[src/sv/auac_pkg.sv]
// auac_pkg: shared types and constants of the ARP unused-address claimer.
// No dependencies.
`timescale 1ns / 1ps

package auac_pkg;

    localparam int WATCH_ENTRIES = 64;

    localparam logic [15:0] OP_REQUEST = 16'd1;
    localparam logic [15:0] OP_REPLY   = 16'd2;
    localparam logic [1:0]  OUT_OP_REQUEST = 2'd1;
    localparam logic [1:0]  OUT_OP_REPLY   = 2'd2;

    localparam logic [1:0] KIND_MIRROR   = 2'd0;
    localparam logic [1:0] KIND_CLAIM    = 2'd1;
    localparam logic [1:0] KIND_WITHHELD = 2'd2;

    localparam logic [2:0] REG_OWN_MAC  = 3'd0;
    localparam logic [2:0] REG_OWN_IP   = 3'd1;
    localparam logic [2:0] REG_SWITCH   = 3'd2;
    localparam logic [2:0] REG_PRETEND  = 3'd3;
    localparam logic [2:0] REG_MIN_GAP  = 3'd4;
    localparam logic [2:0] REG_MAX_GAP  = 3'd5;

    localparam logic [7:0]  MIN_GAP_RESET = 8'd2;
    localparam logic [15:0] MAX_GAP_RESET = 16'd60;
    localparam logic [47:0] BROADCAST_MAC = 48'hFFFF_FFFF_FFFF;

    typedef struct packed {
        logic        command;
        logic [15:0] arp_opcode;
        logic [47:0] sender_mac;
        logic [31:0] sender_ip;
        logic [31:0] target_ip;
        logic [31:0] now_seconds;
        logic [5:0]  entry_slot;
        logic [31:0] entry_address;
        logic        entry_enable;
    } in_item_t;

    typedef struct packed {
        logic [1:0]  frame_kind;
        logic [1:0]  out_opcode;
        logic [47:0] eth_dest_mac;
        logic [47:0] arp_sender_mac;
        logic [31:0] arp_sender_ip;
        logic [47:0] arp_target_mac;
        logic [31:0] arp_target_ip;
        logic        last_of_run;
    } out_item_t;

    typedef struct packed {
        logic [47:0] own_mac;
        logic [31:0] own_ip;
        logic        switch_safe;
        logic        pretend_mode;
        logic [7:0]  min_gap;
        logic [15:0] max_gap;
    } cfg_t;

    // controller -> datapath
    typedef struct packed {
        logic latch;        // capture accepted item, restart scan
        logic slot_write;
        logic scan_step;
        logic apply_scan;   // clear pending / apply reply, read hit slot
        logic eval;
        logic load_mirror;
        logic load_claim;
        logic last;
    } cmd_t;

    // datapath -> controller
    typedef struct packed {
        logic is_command;
        logic is_request;
        logic is_reply;
        logic scan_last;
        logic target_act;
        logic eval_claim;
        logic out_free;
    } status_t;

endpackage

[src/sv/auac_ctrl.sv]
// auac_ctrl: sequencing state machine of the claimer.
// Depends on auac_pkg.
`timescale 1ns / 1ps

module auac_ctrl (
    input  logic              clk,
    input  logic              rst_n,
    input  logic              in_valid,
    output logic              in_stall,
    input  logic              switch_safe,
    input  auac_pkg::status_t status,
    output auac_pkg::cmd_t    cmd
);

    localparam logic [3:0] S_IDLE   = 4'd0;
    localparam logic [3:0] S_DECODE = 4'd1;
    localparam logic [3:0] S_SLOT   = 4'd2;
    localparam logic [3:0] S_SCAN   = 4'd3;
    localparam logic [3:0] S_LAST   = 4'd4;
    localparam logic [3:0] S_FETCH  = 4'd5;
    localparam logic [3:0] S_EVAL   = 4'd6;
    localparam logic [3:0] S_MIRROR = 4'd7;
    localparam logic [3:0] S_CLAIM  = 4'd8;

    logic [3:0] state_reg, state_next;
    logic       claim_pend_reg, claim_pend_next;

    assign in_stall = (state_reg != S_IDLE);

    always_comb
    begin
        state_next      = state_reg;
        claim_pend_next = claim_pend_reg;
        cmd             = '0;
        case (state_reg)
            S_IDLE:
            begin
                if (in_valid)
                begin
                    cmd.latch  = 1'b1;
                    state_next = S_DECODE;
                end
            end
            S_DECODE:
            begin
                if (status.is_command)
                begin
                    state_next = S_SLOT;
                end
                else if (status.is_request || status.is_reply)
                begin
                    state_next = S_SCAN;
                end
                else
                begin
                    state_next = S_IDLE;
                end
            end
            S_SLOT:
            begin
                cmd.slot_write = 1'b1;
                state_next     = S_IDLE;
            end
            S_SCAN:
            begin
                cmd.scan_step = 1'b1;
                if (status.scan_last)
                begin
                    state_next = S_LAST;
                end
            end
            S_LAST:
            begin
                state_next = S_FETCH;
            end
            S_FETCH:
            begin
                cmd.apply_scan = 1'b1;
                state_next = (status.is_request && status.target_act) ? S_EVAL : S_IDLE;
            end
            S_EVAL:
            begin
                cmd.eval        = 1'b1;
                claim_pend_next = status.eval_claim;
                if (switch_safe)
                begin
                    state_next = S_MIRROR;
                end
                else if (status.eval_claim)
                begin
                    state_next = S_CLAIM;
                end
                else
                begin
                    state_next = S_IDLE;
                end
            end
            S_MIRROR:
            begin
                if (status.out_free)
                begin
                    cmd.load_mirror = 1'b1;
                    cmd.last        = !claim_pend_reg;
                    state_next      = claim_pend_reg ? S_CLAIM : S_IDLE;
                end
            end
            S_CLAIM:
            begin
                if (status.out_free)
                begin
                    cmd.load_claim = 1'b1;
                    cmd.last       = 1'b1;
                    state_next     = S_IDLE;
                end
            end
            default:
            begin
                state_next = S_IDLE;
            end
        endcase
    end

    always_ff @(posedge clk or negedge rst_n)
    begin
        if (!rst_n)
        begin
            state_reg      <= S_IDLE;
            claim_pend_reg <= 1'b0;
        end
        else
        begin
            state_reg      <= state_next;
            claim_pend_reg <= claim_pend_next;
        end
    end

endmodule

[config.mk]
export PLATFORM = sky130hd
export DESIGN_NAME = auac_ctrl
export DESIGN_NICKNAME = d
export VERILOG_FILES = /design/src/sv/auac_pkg.sv /design/src/sv/auac_ctrl.sv
export SDC_FILE = /design/constraint.sdc
export NUM_CORES = 1
export LEC_CHECK = 0
export ABC_AREA = 1
export CAP_MARGIN = 20
export CELL_PAD_IN_SITES_DETAIL_PLACEMENT = 0
export CELL_PAD_IN_SITES_GLOBAL_PLACEMENT = 1
export CORE_AREA = 2 2 39 41
export CTS_BUF_LIST = sky130_fd_sc_hd__clkbuf_8
export CTS_CLUSTER_DIAMETER = 50
export DETAILED_ROUTE_END_ITERATION = 6
export DIE_AREA = 0 0 41 43
export DONT_BUFFER_PORTS = 1
export GPL_ROUTABILITY_DRIVEN = 1
export HOLD_SLACK_MARGIN = 0.08
export MAX_ROUTING_LAYER = met4
export PLACE_DENSITY = 0.77
export SLEW_MARGIN = 20
export SYNTH_ARGS = -nofsm -noshare
export SYNTH_HDL_FRONTEND = slang
export SYNTH_SLANG_ARGS = --single-unit
[constraint.sdc]
create_clock -name clk -period 1 [get_ports clk]
set_clock_uncertainty 0.05 [all_clocks]
set_input_delay 0.2 -clock clk [delete_from_list [all_inputs] [get_ports clk]]
set_output_delay 0.2 -clock clk [all_outputs]
set_load 0.1 [all_outputs]
**Word level (Yosys, flattened, before mapping)**

Cells that the tools add are included.

- Bits in registers: 5
- Output and inout bits: 9
- Logic and storage cells: 43

- Equal/unequal tests: 12
- Mux-type cells: 23
- Reductions and logical operators: 6

Operator list:

| kind | number |
|---|---|
| $mux W4 | 8 |
| $pmux W4 S8 | 1 |
| $eq A4 B3 Y1 const B | 4 |
| $mux W1 | 10 |
| $eq A4 B2 Y1 const B | 2 |
| $ne A2 B2 Y1 const B | 4 |
| $eq A4 B1 Y1 const B | 1 |
| $eq A4 B4 Y1 const B | 1 |
| $logic_not A4 Y1 | 1 |
| $mux W2 | 2 |
| $reduce_and A4 Y1 | 1 |
| $reduce_bool A4 Y1 | 1 |
| $mux W3 | 1 |
| $pmux W1 S2 | 1 |
| $logic_and A1 B1 Y1 | 1 |
| $logic_not A1 Y1 | 1 |
| $logic_or A1 B1 Y1 | 1 |

**Depth between registers and ports, before layout**

- Word-level depth: 4
- Mapped depth: 7

**Least setup slack after synthesis**

Ideal clock, no wire load.

- Path kind: register -> output
- Start point: register state_reg[2]
- End point: output cmd[7] (netlist bit)
- Data arrival time: 2727 ps
- Data required time: 750 ps
- Slack: -1977 ps
- Stages on the path, launching flop included: 4
- Cells stage by stage: dfrtp_1 -> nor2_1 -> nand2_1 -> nor2_1

RTL lines:

| what | line | text |
|---|---|---|
| from (decl) | auac_ctrl.sv:25 | `logic [3:0] state_reg, state_next;` |
| from (signal assigned) | auac_ctrl.sv:132 | `state_reg <= state_next;` |
| to (decl) | auac_ctrl.sv:12 | `output auac_pkg::cmd_t cmd` |

==> impl_metrics.env <==
export IMPL_synth_largest_area_cell="dfrtp_1"
export IMPL_die_h_um=43
export IMPL_drive_gt1_frac=0.5728
export IMPL_clock_sinks=5
export IMPL_dp_cells=109
export IMPL_synth_seq_area_share=0.2967
export IMPL_hold_viol=0
export IMPL_detailed_place_hpwl_um=1042
export IMPL_cts_max_level=1
export IMPL_fp_dieArea_um2=1763
export IMPL_synth_area_leaders="dfrtp_1 (30%), nand2_1 (21%), nor2_1 (11%)"
export IMPL_syn_nets=85
export IMPL_rows=14
export IMPL_grt_setup_unrepaired="true"
export IMPL_clock_fmax_mhz=641.4
export IMPL_async_flop_share=1.000
export IMPL_relSlewSlack=0.8455
export IMPL_ys_flop_type="dfrtp_1"
export IMPL_nets=115
export IMPL_p_leak_nw=0.4664
export IMPL_cts_buffers=3
export IMPL_syn2layout_area_growth_pct=127.6
export IMPL_hold_path_class="in2reg"
export IMPL_finalNonFillerCells=119
export IMPL_synth_edf_count=0
export IMPL_crit_path_start_kind="flip-flop"
export IMPL_power_density_nw_per_um2=3543
export IMPL_drt_antenna_violating_nets=0
export IMPL_coreArea_um2=1384
export IMPL_ctsRootBufferMaster="clkbuf_8"
export IMPL_setup_viol=14
export IMPL_synth_common_cells="nand2_1 (24), nor2_1 (12), inv_1 (9)"
export IMPL_tritoncts="built"
export IMPL_required_ns=0.75
export IMPL_dr_pass1_iters=4
export IMPL_hold_worst_slack_ns=0.1626
export IMPL_syn_inst=74
export IMPL_yosys_cell_types_count=15
export IMPL_p_total_w=0.003400
export IMPL_first_global_vias=607
export IMPL_vias_per_cell=4.739
export IMPL_largest_register_ffs=4
export IMPL_diodes=0
export IMPL_routabilityCongestion=0.8474
export IMPL_min_period_ns=1.559
export IMPL_clk_pin_slew_ns=0.04
export IMPL_grt_usage=0.2002
export IMPL_violations="negative setup slack"
export IMPL_overflow=0
export IMPL_drt_wl_total_um=1451
export IMPL_route_detailed_drc=0
export IMPL_clock_path_buffers=2
export IMPL_critical_path_max_fanout=4
export IMPL_synth_top_cell_area_share=0.2967
export IMPL_endpoint_kind="output port"
export IMPL_dr_first_iter_drc_count=6
export IMPL_synth_cell_area_um2=421.7
export IMPL_tightest_slew_ns=0.2310
export IMPL_antenna_found_initial=0
export IMPL_port_buffers=0
export IMPL_post_drt_wl_per_cell_um=12.19
export IMPL_irDropWorstVdd_mv=2.241
export IMPL_status="complete, but fails checks"
export IMPL_min_period_over_period=1.559
export IMPL_pin_count=20
export IMPL_fillers=113
export IMPL_synth_most_common_cell="nand2_1"
export IMPL_grt_pass1_wl_um=2387
export IMPL_ys_warn_count=0
export IMPL_die_width_um=41
export IMPL_num_vias=564
export IMPL_syn_area_per_cell_um2=5.698
export IMPL_slew_violations=0
export IMPL_cp_arrival_ns=1.31
export IMPL_start_util=0.3047
export IMPL_clkLatencyLatePin_ns=0.22
export IMPL_setup_ws_ns=-0.5590
export IMPL_tns_ns=-5.826
export IMPL_cap_violations=0
export IMPL_ys_seq_elements=5
export IMPL_path_class="reg2out"
export IMPL_dpl_worst_slack_ns=-0.4235
export IMPL_grt_max_degree=6
cell families (layout without fill, tap and decap cells):
group / count (synthesis) / in the layout / share of synthesized area
simple gates: 52 / 52 / 0.5312
buf+inv: 13 / 42 / 0.1157
flops: 5 / 5 / 0.2967
compound gates: 4 / 4 / 0.05637
where the power goes:
part	switching, W	internal (W)
clock	0.0000954	0.000263
sequential	0.000119	0.000301
combinational	0.00160	0.00102
final cells by class:
| cell class | instances | area [µm²] | area share |
|---|---|---|---|
| Sequential cell | 5 | 128.9 | 0.1343 |
| Timing Repair Buffer | 25 | 320.3 | 0.3338 |
| Clock inverter | 1 | 3.754 | 0.003911 |
| Clock buffer | 3 | 41.29 | 0.04302 |
| Tap cell | 16 | 20.02 | 0.02086 |
| Multi-Input combinational cell | 56 | 389.1 | 0.4055 |
| Inverter | 13 | 56.30 | 0.05867 |
worst max-delay path, cell delays in order, from the launching register on:
cell,delay (ns)
dfrtp_1,0.42
inv_2,0.08
nor2_2,0.12
nand2_2,0.12
o21ai_4,0.16
buf_12,0.19
layout by cell type (no fill, tap or decap):
cell type      Yosys  layout
nor2_4             0       7
clkinv_1           2       1
inv_2              2       4
buf_6              0       4
clkbuf_8           0       3
nor3_4             0       2
buf_12             0       9
nand3b_1           1       1
dfrtp_1            5       2
o21ai_0            1       1
nand2_2            0       4
nand4_1            1       1
inv_4              0       1
dlygate4sd3_1      0       2
dfrtp_2            0       3
o21ai_4            0       1
nand3_4            0       1
a21oi_2            1       1
nand2_4            0       3
clkinv_4           0       1
or2_0              1       1
nor3_1             3       1
inv_1              9       7
nor2_2             3       3
nand3_1            7       4
nand3_2            0       2
o21ai_1            2       1
nor2_1            12       5
buf_4              0      10
nand2_1           24      17
layer usage:
layer	global-route usage	routed length (µm)	vias up
li1	-	-	285
met1	0.2211	552	261
met2	0.3375	825	16
met3	0.06806	55	2
met4	0.03333	18	0
met5	-	0	-
final timing paths:
| check | startpoint | end | slack [ns] | depth (start not counted) |
|---|---|---|---|---|
| worst max-delay path | state_reg[3] | cmd[0] | -0.56 | 5 |
| max in group asynchronous | rst_n | state_reg[1] | 0.47 | 1 |
| worst max register to register | state_reg[2] | state_reg[0] | -0.32 | 8 |
| worst min-delay path | switch_safe | state_reg[1] | 0.16 | 2 |
| min in group asynchronous | rst_n | state_reg[0] | 0.22 | 1 |
| worst min register to register | claim_pend_reg | claim_pend_reg | 0.51 | 2 |
per-stage QoR:
step                  util  instance area (µm²)
floorplan                -                515.5
global placement    0.5533                765.7
detailed placement  0.5533                765.7
CTS                 0.6709                928.4
global route        0.6935                959.7
finish              0.6935                959.7
what timing repair did:
item / in CTS / in global routing
resized for setup: 23 / 5
buffers inserted: 2 / 3
hold buffers: 2 / 0
setup endpoints to repair: 14 / 14
pin swaps: 9 / 6
endpoints found under the hold margin: 6 / 0
Note: power is estimated with default switching activity, not from simulation.
